File: config.mk
export PLATFORM = sky130hd
export DESIGN_NAME = lbpw_lerp
export DESIGN_NICKNAME = d
export VERILOG_FILES = /design/src/rtl/core/lbpw_pkg.sv /design/src/rtl/core/lbpw_lerp.sv
export SDC_FILE = /design/constraint.sdc
export NUM_CORES = 2
export LEC_CHECK = 0
export BUFFER_PORTS_ARGS = -buffer_cell sky130_fd_sc_hd__buf_4
export CORE_MARGIN = 2
export CORE_UTILIZATION = 50
export CTS_CLUSTER_DIAMETER = 100
export CTS_CLUSTER_SIZE = 16
export DETAILED_ROUTE_END_ITERATION = 6
export GPL_TIMING_DRIVEN = 0
export PLACE_DENSITY_LB_ADDON = 0.2
export SETUP_SLACK_MARGIN = 0.02
export SKIP_CTS_REPAIR_TIMING = 1
export SLEW_MARGIN = 40
export SYNTH_ARGS = -nofsm -noshare
export SYNTH_HDL_FRONTEND = slang
export SYNTH_SLANG_ARGS = --single-unit
File: constraint.sdc
create_clock -name clock -period 9.8 [get_ports clock]
set_clock_uncertainty 0.05 [all_clocks]
set_input_delay 1.47 -clock clock [delete_from_list [all_inputs] [get_ports clock]]
set_output_delay 1.47 -clock clock [all_outputs]
set_load 0.01 [all_outputs]
File: src/rtl/core/lbpw_pkg.sv
// Shared constants, types and register indexes for the lattice bilinear point warp.
// No dependencies; every other file but lbpw_ram refers to it by scoped names.
package lbpw_pkg;

   localparam int MAX_COLS_DEF = 32;
   localparam int MAX_ROWS_DEF = 32;

   // signed width of a distance past the grid edge, holds p + cols*bw/2 for 64 boxes
   localparam int DX_W   = 40;
   localparam int FRAC_W = 17;
   localparam int ONE_Q16 = 65536;

   localparam int CSR_IDX_W = 3;
   localparam logic [CSR_IDX_W-1:0] CSR_GRID_COLS = 3'd0;
   localparam logic [CSR_IDX_W-1:0] CSR_GRID_ROWS = 3'd1;
   localparam logic [CSR_IDX_W-1:0] CSR_BOX_W     = 3'd2;
   localparam logic [CSR_IDX_W-1:0] CSR_BOX_H     = 3'd3;
   localparam logic [CSR_IDX_W-1:0] CSR_INV_W     = 3'd4;
   localparam logic [CSR_IDX_W-1:0] CSR_INV_H     = 3'd5;

   localparam logic ACT_LOAD = 1'b0;
   localparam logic ACT_WARP = 1'b1;

   // word carried through the front stages (loads need their payload at the write stage)
   typedef struct packed {
      logic               warp;
      logic [10:0]        vidx;
      logic signed [31:0] px;
      logic signed [31:0] py;
   } item_type;

endpackage

File: src/rtl/core/lbpw_lerp.sv
// Two-stage rounded interpolation a + floor(((b-a)*f + 2^15) / 2^16), f in Q16 0..1.
// Uses lbpw_pkg for the ratio width.
module lbpw_lerp #(
   parameter int W = 32
) (
   input  logic                          clock,
   input  logic                          en_prod,
   input  logic                          en_res,
   input  logic signed [W-1:0]           a,
   input  logic signed [W-1:0]           b,
   input  logic [lbpw_pkg::FRAC_W-1:0]   f,
   output logic signed [W-1:0]           result
);

   localparam int PW = W + lbpw_pkg::FRAC_W + 2;

   logic signed [W:0]    diff;
   logic signed [PW-1:0] prod_in, prod_ff, rnd;
   logic signed [W-1:0]  a_ff, res_ff;

   always_comb begin
      diff    = $signed((W+1)'(b)) - $signed((W+1)'(a));
      prod_in = PW'(diff) * PW'($signed({1'b0, f}));
      rnd     = (prod_ff + PW'(32768)) >>> 16;
   end

   always_ff @(posedge clock) begin
      if (en_prod) begin
         prod_ff <= prod_in;
         a_ff    <= a;
      end
      if (en_res) begin
         res_ff <= a_ff + W'(rnd);
      end
   end

   assign result = res_ff;

endmodule

Word-level counts from Yosys, hierarchy flattened
Cells that the tools add are included.

Bits in registers: 112. Bits of input ports: 84. Output and inout bits: 32.

Multipliers: 1. $add $sub $neg: 3.

Operators with widths (number): adder 48 x 17 -> 48 bit, second input constant (1); multiplier 33 x 18 -> 48 bit (1); subtractor 32 x 32 -> 33 bit (1); adder 32 bit (1).

Longest topological paths before layout
Depth after elaboration: 2. Mapped depth: 36. Gate-level depth less buffers: 36.

Least setup slack after synthesis
No wires, ideal clock.

Path kind: input to register. From: in b[0]. To: reg prod_ff[45], data pin. Arrival: 9266 ps. Path slack: 204 ps. Setup time: 280 ps. Cell stages on the path: 33. Cell sequence: inv_1 ha_1 fa_1 nor2b_4 o31ai_4 a21oi_1 o31a_1 nor2_1 o21ai_0 a21o_1 a211oi_1 nor2_1 clkbuf_1 nand2_1 fa_1 fa_1 fa_1 fa_1 inv_1 fa_1 inv_1 fa_1 inv_1 ha_1 nand2_1 or4_1 a311o_1 a21boi_2 a31oi_1 o21ai_1 nor2_1 o21ai_0 o311ai_0.

Cells in the longest elaborated chain, start to end: 2.

RTL lines: start: declaration (RTL line lbpw_lerp.sv:10) `input logic signed [W-1:0] b,`; subtractor 32 x 32 -> 33 bit (RTL line lbpw_lerp.sv:22) `diff = $signed((W+1)'(b)) - $signed((W+1)'(a));`; multiplier 33 x 18 -> 48 bit (RTL line lbpw_lerp.sv:23) `prod_in = PW'(diff) * PW'($signed({1'b0, f}));`; net prod_in[45] (RTL line lbpw_lerp.sv:18) `logic signed [PW-1:0] prod_in, prod_ff, rnd;`; end signal: assignment (RTL line lbpw_lerp.sv:29) `prod_ff <= prod_in;`; end: declaration (RTL line lbpw_lerp.sv:18).

The timed path passes the listed nets, and every way through them passes these cells. A chain may end at the register's enable or synchronous reset.

Worst setup path in the final report
From: in a[10]. To: reg prod_ff[47], data pin.

Cells in the longest elaborated chain, start to end: 2.

RTL lines: start: declaration (RTL line lbpw_lerp.sv:9) `input logic signed [W-1:0] a,`; subtractor 32 x 32 -> 33 bit (RTL line lbpw_lerp.sv:22); multiplier 33 x 18 -> 48 bit (RTL line lbpw_lerp.sv:23); net prod_in[47] (RTL line lbpw_lerp.sv:18).

The timed path passes the listed nets, and every way through them passes these cells.

==> results summary <==
The placer's final routability congestion estimate came out at 0.9707. The worst reg2reg path depth came out at 17. The worst hold path terminates at result[0]$_DFFE_PP_. Of the post-synthesis cell area, the part taken by muxes is 0.02803. Among all stages on the critical path, the largest delay is contributed by sky130_fd_sc_hd__fa_1. The number of buffers created by CTS is 9. The pin count of the biggest net entering global routing is 66. The run finished, with violations left. The most common cell type on the critical path is sky130_fd_sc_hd__fa_1. The path type of the worst setup path is input port to flop. The effective utilization at floorplan came out at 0.5077.

The highest fanout seen on the critical path came out at 10. The number of violations of the max-capacitance limit came out at 0. The number of unique standard cell types used by synthesis is 76. The sort of element at the start of the critical path is an input port. The post-synthesis compound-gate area fraction is 0.06399. The post-synthesis simple-gate area fraction is 0.1666.

The source-to-sink clock delay at the later pin of the worst-skew pair is 0.38 ns. The area used by sequential logic in the layout came out at 2913 um^2. The layout overhead on the synthesized area is 14.24%. The startpoint of the tightest hold check path is a_ff[0]$_DFFE_PP_.

The count of final setup violators came out at 6. The floorplan die height came out at 232.9 um. The first-iteration detailed-routing DRC count is about 1500. The via count of the first global-routing pass came to ~21000. The parity-gate share of the synthesized area counting xor and xnor cells is 0.04097. The post-detailed-route via-to-cell ratio came out at 5.428. On the worst path, the slowest cell contributes a delay of 0.54 ns. Dividing the final minimum period by the clock period gives 1.011.

The setup slack at placement is -2.302 ns. During I/O placement, the number of pins put on the boundary was 116. The slew at the pin with the worst max-slew slack is 0.9456 ns.

The start of the worst register-to-register path is prod_ff[17]$_DFFE_PP_. In this run the mean area of a mapped cell was 9.123 um^2. In this run the standard cell core region covers ~52000 um^2. The commonest register cell after synthesis is sky130_fd_sc_hd__edfxtp_1. Once routing completed, OpenROAD measured the worst setup slack at -0.1060 ns. The sequential area share after synthesis is 0.1112. The site row count came out at 83. The register bit count reported by yosys is 97. On the critical path the largest part of the delay comes from adder cells. The maximum buffer depth of the clock tree came out at 2. The synthesized design contains 97 enable-type register cells. The global-route wire length before repair is 119.3 mm.

In this run the worst setup path begins at a[10]. In this run the worst hold path is classified as flop to flop. The area of the die came out at 54250 um^2. The clock tree from TritonCTS is built. The count of buffers from port buffering came out at 101.

The ratio of cells with drive above 1 in the final layout is 0.1270. The critical path data arrival time came out at 9.99 ns. The slack of the worst reg-to-reg path is 5.18 ns. Clock-pin slew was measured on the worst setup and hold paths at 0.08 ns. The first detailed-routing pass took 6 iterations. The combinational family with the most area after synthesis is adder cells. Counting flops with an async set or reset pin after synthesis yields a share of 0. The final number of hold-violating endpoints is 0. The endpoint of the lowest-slack register-to-register path is result[31]$_DFFE_PP_.

The count of pins over their slew limit came out at 0. The final layout contains between 3000 and 4000 nets. The number of buffer and inverter stages on the critical path is 8. The number of warnings issued by yosys came out at 0.

The worst setup path is captured at a flop. The post-route minimum period came out at just under 10 ns. The H-tree was split into 3 levels. For this block, the routed nets add up to 77.56 mm of wire. Detailed placement ended at an HPWL of 64.37 mm. The total congestion overflow after global routing is 0.

The average wire per cell in the routed design came out at 20.71 um. The netlist area before placement came out at 26200 um^2. The remaining design rule violation count came out at 0. The die extent in x came out at between 200 and 250 um. The worst slew margin relative to its limit came out at 0.3696. In the final layout, the multi-input gates occupy between 20000 and 25000 um^2. Setup repair after global routing could not meet its margin everywhere. The fraction of the mapped netlist area in adder cells came out at 0.4773.

The fill cell total of the finished layout came out at 4497. After technology mapping, the gate count stands at 2872. The net count of the mapped netlist came out at roughly 3600. The clock tree root buffer cell is sky130_fd_sc_hd__clkbuf_16. The number of antenna violations at the first check in global routing was 1. The post-route antenna net violation count is 0. The number of cells traversed by the worst hold path came out at 1. For this run, the top clock speed supported by timing is 100.9 MHz. The global-route usage over all layers is 0.2927. The critical path required time came out at 9.88 ns. CTS saw 97 sinks. The final reports fail on setup timing. The total via count after detailed routing came out at a little over 20000.
[routing by layer]
| layer | global-route usage | wire, um | part of all wire |
|---|---|---|---|
| met3 | 0.03885 | 5480 | 0.071 |
| met2 | 0.4835 | 36840 | 0.47 |
| met1 | 0.4014 | 32780 | 0.42 |
| met4 | 0.09136 | 2456 | 0.032 |
| met5 | 0 | 0 | 0 |
[cells by family (layout without fill, tap and decap cells)]
kind of cell | after synthesis | count (layout)
simple gates | 875 | 875
buf+inv | 775 | 965
fa+ha+maj | 690 | 690
compound gates | 244 | 244
xor+xnor | 121 | 121
flops | 97 | 97
mux | 70 | 70
other cells | 0 | 2
[layout make-up]
type                    instances  share of cell area
diodes                          2           0.0001672
plain buffers                 120             0.02048
clock buffers                   9            0.007524
clock inverters                 7            0.003177
inverters                     654             0.08209
multi-input cells            2000              0.7147
flip-flops and latches         97             0.09730
well taps                     680             0.02842
repair buffers                175             0.04614
[worst max path at each step]
stage	slack, ns	end	cells past startpoint
CTS	-1.94	prod_ff[45]$_DFFE_PP_	32
global route	-0.32	prod_ff[47]$_DFFE_PP_	35
global placement	-2.26	prod_ff[45]$_DFFE_PP_	32
floorplan	0.20	prod_ff[45]$_DFFE_PP_	33
finish	-0.11	prod_ff[47]$_DFFE_PP_	35
detailed placement	-2.30	prod_ff[45]$_DFFE_PP_	32
[worst reg2reg max path, delay by kind of cell (launching register included)]
kind,cells,cell delay (ns)
AND/OR/NAND/NOR,11,2.41
XOR/XNOR,2,0.30
flip-flops,1,0.45
AO/OA/AOI/OAI,3,0.79
adder cells (fa/ha/maj),1,0.38
[registers in the layout, indices dropped and copies added (netlist names)]
register  count
result       32
a_ff         32
prod_ff      33
[Yosys cell counts, drive strengths merged (2+ instances only)]
| master | count | area share |
|---|---|---|
| nand3b | 2 | 0.00057 |
| edfxtp | 97 | 0.11 |
| nand4 | 13 | 0.0031 |
| inv | 653 | 0.094 |
| fa | 516 | 0.39 |
| nand2b | 79 | 0.019 |
| nand3 | 31 | 0.0059 |
| xor2 | 32 | 0.011 |
| a21boi | 6 | 0.0023 |
| ha | 174 | 0.083 |
| o211ai | 6 | 0.0017 |
| nand2 | 365 | 0.052 |
| nor2b | 46 | 0.011 |
| and3 | 11 | 0.0026 |
| buf | 10 | 0.0023 |
| or3 | 3 | 0.00072 |
| and2 | 224 | 0.053 |
| o31a | 5 | 0.0017 |
| a221oi | 6 | 0.0022 |
| o21bai | 6 | 0.0017 |
| nor2 | 66 | 0.0095 |
| or4 | 2 | 0.00057 |
| a221o | 2 | 0.00076 |
| mux2 | 27 | 0.012 |
| clkbuf | 111 | 0.016 |
| nor3 | 22 | 0.0044 |
| or2 | 3 | 0.00072 |
| a211oi | 6 | 0.0017 |
| mux2i | 43 | 0.016 |
| o41ai | 2 | 0.00096 |
| o311ai | 3 | 0.0010 |
| o31ai | 7 | 0.0025 |
| o2bb2ai | 2 | 0.00067 |
| a31oi | 10 | 0.0030 |
| a211o | 3 | 0.0010 |
| xnor2 | 88 | 0.029 |
| o2111ai | 2 | 0.00067 |
| and4 | 5 | 0.0017 |
| o21ai | 34 | 0.0065 |
| o21a | 20 | 0.0057 |
| a21o | 38 | 0.011 |
| a21oi | 74 | 0.015 |
| a21bo | 2 | 0.00076 |
[placed cells by master (no fill, tap or decap), types with 59 or more instances in the layout]
| cell type | n |
|---|---|
| sky130_fd_sc_hd__ha_1 | 156 |
| sky130_fd_sc_hd__nand2b_1 | 79 |
| sky130_fd_sc_hd__buf_4 | 167 |
| sky130_fd_sc_hd__nor2_1 | 60 |
| sky130_fd_sc_hd__and2_1 | 221 |
| sky130_fd_sc_hd__nand2_1 | 360 |
| sky130_fd_sc_hd__edfxtp_1 | 97 |
| sky130_fd_sc_hd__inv_1 | 646 |
| sky130_fd_sc_hd__xnor2_1 | 70 |
| sky130_fd_sc_hd__clkbuf_1 | 83 |
| sky130_fd_sc_hd__fa_1 | 505 |
| sky130_fd_sc_hd__a21oi_1 | 59 |
[through the flow]
stage / utilization / hold slack [ns] / TNS (ns) / std cells / area, um^2
after floorplan: - / 0.4756 / 0 / 2872 / 26200
after global placement: 0.5388 / 0.4975 / -36.66 / 3653 / 27810
after detailed placement: 0.5413 / 0.4956 / -37.84 / 3653 / 27940
after CTS: 0.5475 / 0.5030 / -27.43 / 3669 / 28260
after global routing: 0.5799 / 0.5186 / -2.321 / 3743 / 29930
final: 0.5800 / 0.5022 / -0.3502 / 3744 / 29940
Power is left out: the tool's default activity adds up to more than one toggle a clock period on the data nets, which glitch-free logic cannot reach.
